<file path="config.mk">
export PLATFORM = sky130hd
export DESIGN_NAME = lwv_queue
export DESIGN_NICKNAME = d
export VERILOG_FILES = /design/src/hdl/lwv_pkg.sv /design/src/hdl/lwv_queue.sv
export SDC_FILE = /design/constraint.sdc
export NUM_CORES = 1
export LEC_CHECK = 0
export BUFFER_PORTS_ARGS = -buffer_cell sky130_fd_sc_hd__buf_2
export CAP_MARGIN = 5
export CORE_MARGIN = 1
export CORE_UTILIZATION = 48
export CTS_BUF_LIST = sky130_fd_sc_hd__clkbuf_4 sky130_fd_sc_hd__clkbuf_8
export CTS_CLUSTER_DIAMETER = 40
export DETAILED_ROUTE_END_ITERATION = 8
export PLACE_DENSITY_LB_ADDON = 0.25
export SETUP_SLACK_MARGIN = 0.05
export SYNTH_ARGS = -nofsm -noshare
export SYNTH_HDL_FRONTEND = slang
export SYNTH_SLANG_ARGS = --single-unit
</file>
<file path="constraint.sdc">
create_clock -name i_clk -period 2 [get_ports i_clk]
set_input_delay 0.2 -clock i_clk [delete_from_list [all_inputs] [get_ports i_clk]]
set_output_delay 0.2 -clock i_clk [all_outputs]
set_load 0.05 [all_outputs]
</file>
<file path="src/hdl/lwv_pkg.sv">
// ----------------------------------------------------------------------------
// lwv_pkg
// Shared constants and types of the 5x5 local variance filter.
// ----------------------------------------------------------------------------
`default_nettype none
package lwv_pkg;
    localparam int MAX_WIDTH  = 1024;
    localparam int COL_W      = $clog2(MAX_WIDTH);
    localparam int WID_W      = COL_W + 1;
    localparam int ROW_W      = 16;
    localparam int STORE_ROWS = 5;
    localparam int SLOT_W     = 3;
    localparam int RAM_DEPTH  = STORE_ROWS * MAX_WIDTH;
    localparam int PIX_W      = 8;
    localparam int FRAC_BITS  = 8;
    localparam int VAR_W      = 23;
    localparam int SUM_W      = 13;
    localparam int SQ_W       = 21;
    localparam int NUM_W      = 26;
    localparam int DIVD_W     = NUM_W + FRAC_BITS;
    localparam int DEN_W      = 10;
    localparam int CNT_W      = 5;
    localparam int IT_W       = $clog2(DIVD_W);
    localparam int CFG_IDX_W  = 2;
    localparam int CFG_DATA_W = 16;

    localparam logic [CFG_IDX_W-1:0] CFG_WIDTH  = 2'd0;
    localparam logic [CFG_IDX_W-1:0] CFG_HEIGHT = 2'd1;

    localparam logic [WID_W-1:0] WIDTH_RESET  = WID_W'(MAX_WIDTH);
    localparam logic [ROW_W-1:0] HEIGHT_RESET = 16'd512;

    typedef struct packed {
        logic [PIX_W-1:0]  pixel;
        logic [ROW_W-1:0]  row;
        logic [COL_W-1:0]  col;
        logic [SLOT_W-1:0] slot;
        logic              last_row;
        logic              last_col;
    } t_job;

    typedef struct packed {
        logic [WID_W-1:0] width;
        logic [ROW_W-1:0] height;
    } t_dims;
endpackage
`default_nettype wire

</file>
<file path="src/hdl/lwv_queue.sv">
// ----------------------------------------------------------------------------
// lwv_queue
// Two-entry job queue between front and back.
// ----------------------------------------------------------------------------
`default_nettype none
module lwv_queue (
    input  wire logic    i_clk,
    input  wire logic    i_rst_n,
    input  wire logic    i_valid,
    output logic         o_ready,
    input  lwv_pkg::t_job i_job,
    output logic         o_valid,
    input  wire logic    i_ready,
    output lwv_pkg::t_job o_job
);
    import lwv_pkg::*;

    t_job       r_mem [2];
    logic       r_wp;
    logic       r_rp;
    logic [1:0] r_cnt;
    logic       push;
    logic       pop;

    assign o_ready = (r_cnt != 2'd2);
    assign o_valid = (r_cnt != 2'd0);
    assign o_job   = r_mem[r_rp];
    assign push    = i_valid && o_ready;
    assign pop     = o_valid && i_ready;

    always_ff @(posedge i_clk) begin
        if (push) begin
            r_mem[r_wp] <= i_job;
        end
        if (!i_rst_n) begin
            r_wp  <= 1'b0;
            r_rp  <= 1'b0;
            r_cnt <= '0;
        end else begin
            if (push) begin
                r_wp <= ~r_wp;
            end
            if (pop) begin
                r_rp <= ~r_rp;
            end
            if (push && !pop) begin
                r_cnt <= r_cnt + 2'd1;
            end else if (pop && !push) begin
                r_cnt <= r_cnt - 2'd1;
            end
        end
    end
endmodule
`default_nettype wire

</file>
==> reports/qor.txt <==
Data arrival time of the worst path: 1.55 ns
Rel. slew slack: 79.8%
RR Endpoint: r_cnt[1]$_SDFFE_PN0P_
Unrepaired setup endpoints after global routing: no
Post-synth EDFFs: 78
Sequential power share: 42.7%
Core footprint: 6030 um^2
Crit path max fanout: 22
Largest net degree at the start of global routing: 40
P per Cell Area: 1400 nW/um^2
Most common cell after layout, fill and taps aside: buf_2
Final Hold Viols: 0
Final number of setup-violating endpoints: 0
Buffers on Ports: 83
Ys Warns: 0
Outcome: finished, final reports clean
Total Power: 5250 uW
Post-Synth Adder-Cell Area: 0.410%
Ys async rst share: 0%
Sequential-to-total area share from yosys stat: 80.1%
R2R Setup Slk: 0.43 ns
VDD IR-drop max: 0.692 mV
Vias per cell: 5.01
# diodes: 0
DR pass1 iterations: 4
Post-CTS Setup Inserts: 0
Setup TNS: 0 ns
Most frequent cells in the layout: 83 x buf_2, 78 x edfxtp_1, 39 x mux2_2
Routed wire per std cell: 15.7 um
Post-route ant nets: 0
P_int: 3220 uW
Die X: 81.7 um
Sw power: 2030 uW
Logic pwr share: 38.3%
Worst Hold Depth: 1
Buffers plus inverters on the worst setup path: 2
Clock Sinks: 83
Total Die Area: 6680 um^2
Iter 0 DRT Violations: 90
Die height: 81.7 um
Hold_buf cts: 0
Xor/xnor cell area share of the yosys netlist: 0.861%
Post-layout min period: 1.75 ns
Clock share of power: 18.9%
Clk_skew: 0.00745 ns
Post-DP HPWL: 3.24 mm
Vias in the first global route: 1656
Count of cell types in the netlist: 20
CTS max path bufs: 2
Num CTS Buffers: 9
Starting density of the core: 50.6%
Hold crit path type: input port to flop
Setup CP Type: flop to primary output
Final #Nets: 284
Post-Synth Simple-Gate Area: 2.13%
Hold endpoint: r_mem[1][16]$_DFFE_PP_
Worst R2R Path Depth: 5
Switching Fraction: 38.6%
WL final: 5.02 mm
Main combinational cell family by area after synthesis: multiplexers
Max-slew violation count: 0
CP max-delay cell: mux2_2
Worst-skew pair later-pin latency: 0.33 ns
Critical-path cell list: buf_4, mux2_2, buf_2
Synthesis-to-finish area growth: 22.9%
Cell Rows: 28
Via Count: 1604
CP top delay family: buffers and inverters
Mux share of post-synthesis cell area: 14.4%
Number of placed I/O pins: 84
Post_cts resized: 0
Antenna violations before repair: 0
Global route overflow: 0
# DRC: 0
Total of max-cap violations: 0
Fin crit share: 87.5%
CTS tree: built
Filler instances: 462
WP data required: 1.80 ns
Post-synthesis sequential element count: 83
R2R Path Start: r_cnt[0]$_SDFFE_PN0P_
Max Fclk: 571 MHz
Clk root buf: clkbuf_8
GR Util All Layers: 15.9%
Leakage: 0.00141 uW
Worst path max stage delay: 0.38 ns
Compound-Gate Fraction of Synth Area: 1.15%
Clk slew on worst S/H paths: 0.08 ns
H-tree lvl count: 3
Worst slew pin tran: 0.303 ns
First-pass GRT wire length: 7.45 mm
Post-Synthesis Cells: 145
Most used DFF post-synth: edfxtp_1
Hold_sp: i_job[16]
Startpoint types: flop
Worst setup EP type: primary output
Synth Area per Inst: 21.0 um^2
Routability Congestion: 0.774
Share of layout cells above drive strength 1: 59.6%
Mapped Area: 3050 um^2
Net Count, Synth: 189
## registers in the layout (all words and copies together), names as in the netlist, named ones only
register / flops
r_cnt: 2
r_rp: 1
r_wp: 1
r_mem: 78
## per-layer routing
| layer | wire, um | share of wire, % | GRT usage [%] |
|---|---|---|---|
| met1 | 2060 | 41 | 16.8 |
| met2 | 2510 | 50 | 26.9 |
| met3 | 413 | 8.2 | 6.78 |
| met4 | 44 | 0.88 | 7.89 |
| met5 | 0 | 0 | 0 |
## power groups by stage
stage                     Sequential [uW]  Combinational [uW]  Clock [uW]
final                                2240                2010         993
after global routing                 2270                2130        1090
after CTS                            2240                2040        1040
after detailed placement             2280                2030           0
after global placement               2270                2020           0
after floorplan                      2270                1610           0
## through the flow
stage | util, % | instances | area [um^2] | hold slack (ns) | setup slack (ns)
floorplan | - | 145 | 3050 | 0.299 | 0.0751
global placement | 59.5 | 304 | 3590 | 0.388 | 0.486
detailed placement | 59.5 | 304 | 3590 | 0.391 | 0.445
CTS | 62.2 | 320 | 3750 | 0.0318 | 0.222
global route | 62.2 | 320 | 3750 | 0.0280 | 0.174
finish | 62.2 | 320 | 3750 | 0.0520 | 0.249
## how the worst max path moves through the flow
| stage | endpoint | slack [ns] | depth (start not counted) |
|---|---|---|---|
| floorplan | r_mem[0][0]$_DFFE_PP_ | 0.08 | 3 |
| global placement | r_cnt[1]$_SDFFE_PN0P_ | 0.49 | 5 |
| detailed placement | r_cnt[1]$_SDFFE_PN0P_ | 0.44 | 5 |
| CTS | o_job[5] | 0.22 | 3 |
| global route | o_job[6] | 0.17 | 3 |
| finish | o_job[5] | 0.25 | 3 |
## worst register-to-register path, delay by kind of cell, from the launching register on
kind / cells / cell delay (ns)
AO/OA/AOI/OAI: 1 / 0.13
adder cells (fa/ha/maj): 1 / 0.33
flip-flops: 1 / 0.36
AND/OR/NAND/NOR: 3 / 0.69
## area by class of cell
type	count	area, um^2	share of cell area [%]
Multi-Input combinational cell	57	579	15.4
Clock inverter	6	32.5	0.868
Sequential cell	83	2440	65.2
Inverter	1	3.75	0.100
Timing Repair Buffer	88	465	12.4
Tap cell	75	93.8	2.50
Clock buffer	10	131	3.50
## synth_stat cells (2+ instances only)
cell,count,share of area (%)
edfxtp_1,78,77
mux2_2,39,14
dfxtp_1,5,3.3
and2_1,4,0.82
buf_2,3,0.49
xnor2_1,2,0.57
## kinds of logic (layout without fill, tap and decap cells)
family | Yosys count | in the layout
compound gates | 5 | 5
xor+xnor | 3 | 3
mux | 39 | 39
simple gates | 9 | 9
fa+ha+maj | 1 | 1
flops | 83 | 83
buf+inv | 5 | 105
(Power assumes the default switching activity.)
