==> src/hdl/lwv_pkg.sv <==
// ----------------------------------------------------------------------------
// lwv_pkg
// Shared constants and types of the 5x5 local variance filter.
// ----------------------------------------------------------------------------
`default_nettype none
package lwv_pkg;
    localparam int MAX_WIDTH  = 1024;
    localparam int COL_W      = $clog2(MAX_WIDTH);
    localparam int WID_W      = COL_W + 1;
    localparam int ROW_W      = 16;
    localparam int STORE_ROWS = 5;
    localparam int SLOT_W     = 3;
    localparam int RAM_DEPTH  = STORE_ROWS * MAX_WIDTH;
    localparam int PIX_W      = 8;
    localparam int FRAC_BITS  = 8;
    localparam int VAR_W      = 23;
    localparam int SUM_W      = 13;
    localparam int SQ_W       = 21;
    localparam int NUM_W      = 26;
    localparam int DIVD_W     = NUM_W + FRAC_BITS;
    localparam int DEN_W      = 10;
    localparam int CNT_W      = 5;
    localparam int IT_W       = $clog2(DIVD_W);
    localparam int CFG_IDX_W  = 2;
    localparam int CFG_DATA_W = 16;

    localparam logic [CFG_IDX_W-1:0] CFG_WIDTH  = 2'd0;
    localparam logic [CFG_IDX_W-1:0] CFG_HEIGHT = 2'd1;

    localparam logic [WID_W-1:0] WIDTH_RESET  = WID_W'(MAX_WIDTH);
    localparam logic [ROW_W-1:0] HEIGHT_RESET = 16'd512;

    typedef struct packed {
        logic [PIX_W-1:0]  pixel;
        logic [ROW_W-1:0]  row;
        logic [COL_W-1:0]  col;
        logic [SLOT_W-1:0] slot;
        logic              last_row;
        logic              last_col;
    } t_job;

    typedef struct packed {
        logic [WID_W-1:0] width;
        logic [ROW_W-1:0] height;
    } t_dims;
endpackage
`default_nettype wire

==> src/hdl/lwv_pix_if.sv <==
// ----------------------------------------------------------------------------
// lwv_pix_if
// Pixel request channel.
// ----------------------------------------------------------------------------
`default_nettype none
interface lwv_pix_if;
    logic                      valid;
    logic                      ready;
    logic [lwv_pkg::PIX_W-1:0] pixel_value;
    modport source(output valid, output pixel_value, input ready);
    modport sink(input valid, input pixel_value, output ready);
endinterface
`default_nettype wire

==> src/hdl/lwv_front.sv <==
// ----------------------------------------------------------------------------
// lwv_front
// Config registers, raster position tracking and job classification.
// ----------------------------------------------------------------------------
`default_nettype none
module lwv_front (
    input  wire logic                           i_clk,
    input  wire logic                           i_rst_n,
    input  wire logic                           i_cfg_we,
    input  wire logic [lwv_pkg::CFG_IDX_W-1:0]  i_cfg_idx,
    input  wire logic [lwv_pkg::CFG_DATA_W-1:0] i_cfg_data,
    lwv_pix_if.sink                             i_pix,
    output logic                                o_job_valid,
    input  wire logic                           i_job_ready,
    output lwv_pkg::t_job                       o_job,
    output lwv_pkg::t_dims                      o_dims
);
    import lwv_pkg::*;

    logic [WID_W-1:0]  r_width;
    logic [ROW_W-1:0]  r_height;
    logic [ROW_W-1:0]  r_row;
    logic [COL_W-1:0]  r_col;
    logic [SLOT_W-1:0] r_slot;

    logic [WID_W-1:0]  w_eff;
    logic [ROW_W-1:0]  h_eff;
    logic [ROW_W-1:0]  cur_row;
    logic [COL_W-1:0]  cur_col;
    logic [SLOT_W-1:0] cur_slot;
    logic              last_row;
    logic              last_col;
    logic              cfg_hit;

    always_comb begin
        if (r_width == '0) begin
            w_eff = WID_W'(1);
        end else if (r_width > WID_W'(MAX_WIDTH)) begin
            w_eff = WID_W'(MAX_WIDTH);
        end else begin
            w_eff = r_width;
        end
        h_eff    = (r_height == '0) ? ROW_W'(1) : r_height;
        cur_col  = ({1'b0, r_col} >= w_eff) ? '0 : r_col;
        cur_row  = (r_row >= h_eff) ? '0 : r_row;
        cur_slot = (r_row >= h_eff) ? '0 : r_slot;
        last_row = (cur_row == h_eff - ROW_W'(1));
        last_col = ({1'b0, cur_col} == w_eff - WID_W'(1));
        cfg_hit  = i_cfg_we && (i_cfg_idx == CFG_WIDTH || i_cfg_idx == CFG_HEIGHT);
    end

    assign i_pix.ready      = i_job_ready;
    assign o_job_valid      = i_pix.valid;
    assign o_job.pixel      = i_pix.pixel_value;
    assign o_job.row        = cur_row;
    assign o_job.col        = cur_col;
    assign o_job.slot       = cur_slot;
    assign o_job.last_row   = last_row;
    assign o_job.last_col   = last_col;
    assign o_dims.width     = w_eff;
    assign o_dims.height    = h_eff;

    always_ff @(posedge i_clk) begin
        if (!i_rst_n) begin
            r_width  <= WIDTH_RESET;
            r_height <= HEIGHT_RESET;
            r_row    <= '0;
            r_col    <= '0;
            r_slot   <= '0;
        end else if (cfg_hit) begin
            if (i_cfg_idx == CFG_WIDTH) begin
                r_width <= i_cfg_data[WID_W-1:0];
            end else begin
                r_height <= i_cfg_data[ROW_W-1:0];
            end
            r_row  <= '0;
            r_col  <= '0;
            r_slot <= '0;
        end else if (i_pix.valid && i_job_ready) begin
            if (last_col) begin
                r_col <= '0;
                if (last_row) begin
                    r_row  <= '0;
                    r_slot <= '0;
                end else begin
                    r_row  <= cur_row + ROW_W'(1);
                    r_slot <= (cur_slot == SLOT_W'(STORE_ROWS - 1)) ? '0
                              : cur_slot + SLOT_W'(1);
                end
            end else begin
                r_col  <= cur_col + COL_W'(1);
                r_row  <= cur_row;
                r_slot <= cur_slot;
            end
        end
    end
endmodule
`default_nettype wire

==> src/flat_wrapper.sv <==
// flat-port wrapper written by rule: the top's interface ports become plain ports
module lwv_front_flat import lwv_pkg::*;
  (i_clk, i_rst_n, i_cfg_we, i_cfg_idx, i_cfg_data, o_job_valid, i_job_ready, o_job, o_dims, i_pix_valid, i_pix_pixel_value, i_pix_ready);
  lwv_pix_if i_pix_i ();
  input  wire logic i_clk;
  input  wire logic i_rst_n;
  input  wire logic i_cfg_we;
  input  wire logic [lwv_pkg::CFG_IDX_W-1:0] i_cfg_idx;
  input  wire logic [lwv_pkg::CFG_DATA_W-1:0] i_cfg_data;
  output logic o_job_valid;
  input  wire logic i_job_ready;
  output lwv_pkg::t_job o_job;
  output lwv_pkg::t_dims o_dims;
  input wire logic [$bits(i_pix_i.valid)-1:0] i_pix_valid;
  input wire logic [$bits(i_pix_i.pixel_value)-1:0] i_pix_pixel_value;
  output wire logic [$bits(i_pix_i.ready)-1:0] i_pix_ready;
  assign i_pix_i.valid = i_pix_valid;
  assign i_pix_i.pixel_value = i_pix_pixel_value;
  assign i_pix_ready = i_pix_i.ready;
  lwv_front u_core (.i_clk(i_clk), .i_rst_n(i_rst_n), .i_cfg_we(i_cfg_we), .i_cfg_idx(i_cfg_idx), .i_cfg_data(i_cfg_data), .i_pix(i_pix_i), .o_job_valid(o_job_valid), .i_job_ready(i_job_ready), .o_job(o_job), .o_dims(o_dims));
endmodule
==> config.mk <==
export PLATFORM = sky130hd
export DESIGN_NAME = lwv_front_flat
export DESIGN_NICKNAME = d
export VERILOG_FILES = /design/src/hdl/lwv_pkg.sv /design/src/hdl/lwv_pix_if.sv /design/src/hdl/lwv_front.sv /design/src/flat_wrapper.sv
export SDC_FILE = /design/constraint.sdc
export NUM_CORES = 1
export LEC_CHECK = 0
export ABC_AREA = 1
export ABC_CLOCK_PERIOD_IN_PS = 11000
export BUFFER_PORTS_ARGS = -buffer_cell sky130_fd_sc_hd__buf_4
export CORE_ASPECT_RATIO = 0.5
export CORE_MARGIN = 2
export CORE_UTILIZATION = 55
export CTS_CLUSTER_DIAMETER = 200
export DETAILED_ROUTE_END_ITERATION = 6
export PLACE_DENSITY = 0.84
export RECOVER_POWER = 25
export SLEW_MARGIN = 5
export SYNTH_ARGS = -nofsm -noshare
export SYNTH_HDL_FRONTEND = slang
export SYNTH_SLANG_ARGS = --single-unit
==> constraint.sdc <==
create_clock -name i_clk -period 11 [get_ports i_clk]
set_input_delay 2.75 -clock i_clk [delete_from_list [all_inputs] [get_ports i_clk]]
set_output_delay 2.75 -clock i_clk [all_outputs]
set_load 0.02 [all_outputs]
==> run metrics <==
CTS Root Cell clkbuf_16; Die W 145.8 um; synth warn 0; wire length on met2 7529 um; reg2reg end u_core.r_row[2]$_SDFFE_PP0P_; Critical Path Source u_core.r_width[3]$_SDFFE_PN0P_; setup TNS 0 ns; FFs w/ async S/R, synth 0; CP endpoint kind primary output; critical path fanouts, max 20; GRT Util Overall 0.3301; status finished, final reports clean; Worst Tran Pin Value 1.251 ns; Final nets 1065; Max Clock Skew 0.004229 ns; final period utilization 0.6697; Residual DRC 0; initial antenna violation count 0; first-pass GRT wire length 28310 um; Wirelength per Cell 15.67 um; detailed router's first-iteration violation count 505; Synth area leaders nand2_1 (21%), dfxtp_1 (20%), inv_1 (8.3%); RSZ-0062 raised after global routing false; Routed Antenna Nets 0; top layer in use met4; reg2reg start u_core.r_width[3]$_SDFFE_PN0P_; Post-synth EDFFs 0; Area Overhead vs Synth 10.23%; Clock Latency Late Sink 0.30 ns; Initial Util 0.5755; Core ar. 9603 sq um; CTS buffer count 5; Antenna Cells 0; CP Class register to primary output; Syn Area/Cell 5.697 sq um; largest net degree at the start of global routing 31; fraction of layout cells with a size suffix above 1 0.1159; synth unique cells 36; Clock transition at path regs 0.07 ns; Worst Reg2Reg Path Length in Cells 20; Mapped Cells 970; setup violators final 0; Most used DFF post-synth dfxtp_1; fin. max-slew vios 0; Synth Register Bits 56; Tmin final 7.366 ns; Final Hold Fails 0; Met1 Wirelength 8247 um; Syn Nets 1033; DRT Pass-1 Iters 5; top cell type's share of synthesized area 0.2133; site row count 25; leading area contributor after synthesis nand2_1; WHS 0.4688 ns; Placer Congestion 1.055; number of global-route vias before repair 5572; final wirelength 17800 um; # IOs 99; Max IR drop VDD 0.00006595 V; CP required 8.25 ns; routed via count 6296; clk sinks 56; drt via density 5.542; sequential fraction of the synthesis area 0.2029; post-cts gate resize count 0; mapped cell area 5527 sq um; HP Class register to register; CP Capture Point o_job[0]; DP Wirelength 13990 um; setup bufs post-CTS 0; Slew headroom 0.1638; crit path DAT 4.62 ns; Die Y 74.88 um; IO Port Bufs 82; Pwr per Cell Area 93.53 nW/um^2; max cap viols 0; metal3 WL 1692 um; total gr overflow 0; CTS tree yes; fmax 135.8 MHz; DIE AREA 10910 sq um; clock buffer depth 2; H-tree levels 2; static leakage 3.114 nW; worst reg2reg setup slack 6.26 ns; crit start category register; cts hold-fix bufs 0
## per-stage QoR
stage	setup WS, ns	cell area (sq um)	std cells	utilization	total power, mW
after floorplan	5.052	5527	970	-	0.3520
after global placement	4.152	5997	1130	0.6245	0.3896
after detailed placement	4.083	5997	1130	0.6245	0.3901
after CTS	3.742	6152	1136	0.6407	0.5731
after global routing	3.289	6092	1136	0.6344	0.6019
final	3.634	6092	1136	0.6344	0.5698
## flip-flops by register name, summed over array words and instances (netlist names)
name / flops
u_core.r_width: 11
u_core.r_row: 16
u_core.r_slot: 3
u_core.r_height: 16
u_core.r_col: 10
## Yosys cell counts, types with 2 or more instances
cell type / instances
nand4_1: 41
dfxtp_1: 56
ha_1: 32
nand2_2: 8
nand2_1: 314
inv_1: 122
nand3_2: 9
buf_4: 19
clkbuf_1: 30
nor2_1: 119
o211ai_1: 3
nand3_1: 72
o21ai_2: 4
inv_2: 3
buf_6: 3
nor2_4: 2
o21ai_0: 32
nor3_1: 4
a21oi_1: 56
nor2_2: 11
buf_2: 5
xor2_1: 11
## area by class of cell
| class | count | area, sq um |
|---|---|---|
| Inverter | 126 | 475.5 |
| Sequential cell | 56 | 1121 |
| Clock buffer | 5 | 125.1 |
| Tap cell | 135 | 168.9 |
| Timing Repair Buffer | 82 | 555.5 |
| Multi-Input combinational cell | 731 | 3616 |
| Fill cell | 969 | 3511 |
| Clock inverter | 1 | 30.03 |
## worst min path at each step
| stage | from | end | slack, ns | depth (start not counted) |
|---|---|---|---|---|
| global placement | u_core.r_slot[0]$_SDFFE_PP0P_ | u_core.r_slot[0]$_SDFFE_PP0P_ | 0.46 | 2 |
| detailed placement | u_core.r_slot[0]$_SDFFE_PP0P_ | u_core.r_slot[0]$_SDFFE_PP0P_ | 0.46 | 2 |
| global route | u_core.r_width[0]$_SDFFE_PN0P_ | u_core.r_width[0]$_SDFFE_PN0P_ | 0.51 | 2 |
| finish | u_core.r_slot[0]$_SDFFE_PP0P_ | u_core.r_slot[0]$_SDFFE_PP0P_ | 0.47 | 2 |
| CTS | u_core.r_slot[0]$_SDFFE_PP0P_ | u_core.r_slot[0]$_SDFFE_PP0P_ | 0.47 | 2 |
| floorplan | u_core.r_slot[0]$_SDFFE_PP0P_ | u_core.r_slot[0]$_SDFFE_PP0P_ | 0.44 | 2 |
## critical path, cell delays in order, from the launching register on
cell and delay [ns]:
dfxtp_1 0.37, nor2_1 0.18, nand3_2 0.10, o21ai_2 0.47, nand2_1 0.28, inv_1 0.19, ha_1 0.25, nand2_1 0.07
nor2_1 0.04, nand3_1 0.39, nand3_2 0.24, nor2_2 0.28, nand2_1 0.08, nand2_1 0.11, nand2_1 0.06, nor2_1 0.11
nand3_1 0.09, nor2_2 0.71, buf_4 0.28
## per-layer routing
metal / GRT usage / up-vias
met1: 0.4569 / 2831
met3: 0.07152 / 39
met4: 0.1002 / 0
met5: 0 / -
li1: - / 3126
met2: 0.5257 / 300
## logic make-up after synthesis
family / Yosys count / synth area share
compound gates: 99 / 0.09577
xor+xnor: 13 / 0.02196
fa+ha+maj: 32 / 0.07245
buf+inv: 183 / 0.1429
flops: 56 / 0.2029
simple gates: 587 / 0.4641
## layout by cell type, fill, tap and decap left out, drive strengths merged
master / synthesis / final
buf: 27 / 65
nor4: 1 / 1
nor2: 132 / 132
xnor2: 1 / 1
clkbuf: 30 / 22
nand4: 41 / 41
o22ai: 1 / 1
a21o: 1 / 1
nand3: 82 / 82
xor2: 12 / 12
ha: 32 / 32
and2: 1 / 1
dfxtp: 56 / 56
or2: 1 / 1
bufinv: 0 / 1
o2111ai: 1 / 1
o21ai: 36 / 36
nand2: 322 / 322
o211ai: 3 / 3
inv: 126 / 126
nor3: 6 / 6
nor4b: 1 / 1
a21oi: 57 / 57
## report_power, final
group | leakage [nW] | switching, mW | internal [mW]
Combinational | 2.58 | 0.118 | 0.0522
Clock | 0.0757 | 0.0774 | 0.105
Sequential | 0.455 | 0.00820 | 0.209
Total | 3.11 | 0.204 | 0.366
(Power assumes the default switching activity.)
